==> config.mk <==
export PLATFORM = sky130hd
export DESIGN_NAME = scpt_delay
export DESIGN_NICKNAME = d
export VERILOG_FILES = /design/src/rtl/core/scpt_delay.sv
export SDC_FILE = /design/constraint.sdc
export NUM_CORES = 1
export LEC_CHECK = 0
export BUFFER_PORTS_ARGS = -buffer_cell sky130_fd_sc_hd__buf_4
export CAP_MARGIN = 20
export CORE_MARGIN = 10
export CORE_UTILIZATION = 45
export DETAILED_ROUTE_END_ITERATION = 10
export GPL_TIMING_DRIVEN = 0
export PLACE_DENSITY = 0.81
export SLEW_MARGIN = 10
export SYNTH_ARGS = -nofsm -noshare
export SYNTH_HDL_FRONTEND = slang
export SYNTH_SLANG_ARGS = --single-unit
==> constraint.sdc <==
create_clock -name clk -period 0.8 [get_ports clk]
set_input_delay 0.04 -clock clk [delete_from_list [all_inputs] [get_ports clk]]
set_output_delay 0.04 -clock clk [all_outputs]
set_load 0.01 [all_outputs]
==> src/rtl/core/scpt_delay.sv <==
// Delay line for side data with a valid bit per stage.
module scpt_delay #(
  parameter int W     = 8,
  parameter int DEPTH = 2
) (
  input  logic         clk,
  input  logic         rst,
  input  logic         en,
  input  logic         in_valid,
  input  logic [W-1:0] in_data,
  output logic         out_valid,
  output logic [W-1:0] out_data
);

  logic [DEPTH-1:0] valid;
  logic [W-1:0]     data [DEPTH];

  always_ff @(posedge clk) begin
    if (rst) begin
      valid <= '0;
    end else if (en) begin
      valid <= {valid[DEPTH-2:0], in_valid};
    end
  end

  always_ff @(posedge clk) begin
    if (en) begin
      data[0] <= in_data;
      for (int i = 1; i < DEPTH; i++) begin
        data[i] <= data[i-1];
      end
    end
  end

  assign out_valid = valid[DEPTH-1];
  assign out_data  = data[DEPTH-1];

endmodule

# Yosys cells after proc, flatten, opt, wreduce, memory -nomap -nowiden
# Memory sizes are Yosys's and may differ from the RTL's.
# Index checks and enable logic that the tools add are counted.
# word_totals
ff_bits,2
ramBits,16
word_cells,4
memories,1
# memory_table
name,depth,width,read_ports,rd_ports_with_merged_regs,wr,line,text
data,2,8,2,0,2,16,logic [W-1:0] data [DEPTH];
# op_classes
mux,2
# op_table
op,n
$mux W1,2

# Logic depth before layout (Yosys ltp)
# depth
depth_word,2
depth_mapped,2
depth_no_buf,2

# Least setup slack after synthesis
# Ideal clock, no wire load.
# synth_path
path_type,reg-to-reg
from,register valid[1] (netlist name)
to,register valid[1]
setup_time_ns,0.114
arrival_time_ns,0.476
t_required_ns,0.686
setup_slack_ns,0.210
path_stages_with_launch,3
path_buffers,0
synth_period_minus_slack_ns,0.590
path_cell_list,dfxtp_1 -> mux2i_1 -> nor2_1
# synth_lines
element,line,text
end signal: assignment,22,"valid <= {valid[DEPTH-2:0], in_valid};"
end: declaration,15,logic [DEPTH-1:0] valid;

==> impl_metrics.ini <==
[synth]
synth_compound_area_share_pct = 0
synthSimpleGateAreaFrac_pct = 1.235
postSynthCellCount = 30
ys_seq_area_share_pct = 85.60
synth-seq-cells = 18
synthMuxAreaShare_pct = 3.292
synthAdderAreaFrac_pct = 0
synth.avg_cell_area_um2 = 20.27
synth.distinct_cells = 5
yosys_warnings = 0
synth_top_family_by_area = buffers and inverters
synth.cell_area_um2 = 608.1
synth_xor_area_share_pct = 0
syn-num-nets = 42

[setup_path]
worstSetupPathType = reg2out
cp-start-kind = register
path_cells = buf_6
worstSetupEndpointType = primary output
slowest_stage = edfxtp_1
slowest_delay_ps = 390
cp.arrival_ps = 800
path_buf_inv = 1
crit_required_ps = 760
worst-path-max-fanout = 1
cp_top_family = flip-flops

[cells_and_area]
num-nets-final = 70
stdcell_area_um2 = 885.9
drive_gt1_share_pct = 43.86
area_growth_pct = 45.68
fin_util_pct = 68.94
diodes = 0

[timing]
fmax_ghz = 1.188
setup_viol = 8
final_max_slew_viol_count = 0
setup_tns_ps = -324.8
relSlewSlack_pct = 85.58
fin_skew_ps = 0.6550
max_slew.worst_pin.slew_ps = 216.3
rsz0062_at_grt = yes
hold_viol_final = 0
period_minus_slack_ps = 841.8
whs_ps = 129.2
fin_crit_sh_pct = 105.2
setup_ws_ps = -41.80

[placement]
gp_congestion = 0.6062
portBuffers = 20
postPlaceCellArea_um2 = 777.0

[grt]
grt_overflow = 0
first_global_vias = 330
grt_pass1_wl_um = 1607
antenna_found_initial = 0
grt_max_degree = 19
grt_usage_pct = 6.609

[floorplan]
initial_core_util_pct = 47.32
fp.dieArea_um2 = 3222
placementRows = 13
die_h_um = 56.76
fp.dieW_um = 56.76
io_pins = 21
coreArea_um2 = 1285

[run_status]
status = complete, but fails checks
violations = setup timing

[power]
sequentialPowerShare_pct = 64.4
comb_power_share_pct = 10.4
powerDensity_nw_per_um2 = 1959
sw_frac_of_total_pct = 18.57
p_leak_nw = 0.3581
internal_power_mw = 1.413
p_sw_uw = 322.2
ir_drop_uv = 1309
clkPwrFrac_pct = 25.2

[cts]
cts_tree = yes
cts.clk_slew.worst_paths_ps = 90
clock_path_buffers = 2
clk_latency_ps = 280
cts_buffers = 3
ctsRootBufferMaster = clkbuf_4
htree_levels = 1
clock_sinks = 18

[drt]
routed-via-count = 301
ant_nets = 0
wirelength_um = 938
viasPerCell = 4.181
first_pass_iters = 4
drc_errors = 0
drt-initial-drc-count = 10
wl_per_cell_um = 13.03

[flow_run]
maxCapViolations = 0

[min_path]
hp-class = in2reg
-- final timing paths --
kind / startpoint / endpoint / slack, ps / cells past startpoint
worst min register to register: data[0][2] / data[0][10] / 430 / 0
worst max-delay path: data[0][14] / out_data[6] / -40 / 1
worst min-delay path: en / data[0][12] / 130 / 1
worst max register to register: valid[1] / valid[1] / 60 / 3
-- power by group through the flow --
stage               logic [mW]  registers [mW]  clock network, mW
global route             0.196            1.13              0.503
CTS                      0.171            1.12              0.441
floorplan               0.0581            1.13                  0
finish                   0.180            1.12              0.437
detailed placement       0.159            1.13                  0
global placement         0.157            1.13                  0
-- layout make-up --
type	instances	area, um^2
sequential	18	521.8
fill	87	399.1
timing repair buffer	31	291.5
multi-input combinational	4	27.53
clock buffer	4	26.28
tap	15	18.77
-- through the flow --
step | worst slack, ps | std cells | power, mW
after floorplan | 209.7 | 30 | 1.190
after global placement | 161.0 | 65 | 1.289
after detailed placement | 133.9 | 65 | 1.292
after CTS | -53.83 | 71 | 1.728
after global routing | -100.5 | 72 | 1.826
final | -41.80 | 72 | 1.735
-- cells in the mapped netlist --
cell	number	area share [%]
dfxtp_1	2	6.6
mux2i_1	2	3.3
nor2_1	2	1.2
edfxtp_1	16	79
buf_4	8	9.9
-- per-layer routing --
layer	track usage (%)	part of all wire, %	wire length, um	vias up
met5	0	0	0	-
met4	8.054	5.2	49	0
met3	4.270	15	141	5
met2	8.150	43	401	19
met1	6.606	37	345	123
li1	-	-	-	154
-- placed cells by master (no fill, tap or decap) --
master          n
edfxtp_1       16
buf_4          12
dlygate4sd3_1  10
buf_6           9
clkbuf_4        3
mux2i_1         2
nor2_1          2
clkbuf_1        1
dfxtp_1         1
dfxtp_2         1
-- flip-flops by register name, indices dropped and copies added, names as in the netlist --
signal,count
data,16
valid,2
-- repair_timing --
action                                  CTS  global route
buffers inserted                          0             1
endpoints found under the setup margin    8             9
gates resized for setup                   5             5
hold endpoints to repair                 10             0
hold buffers                             10             0
gates cloned                              0             0
pin swaps                                 0             0
-- kinds of logic after synthesis --
kind of cell / Yosys count
buffers and inverters: 8
DFF: 18
muxes: 2
and+or+nand+nor: 2
Power figures use the tool's default switching activity.
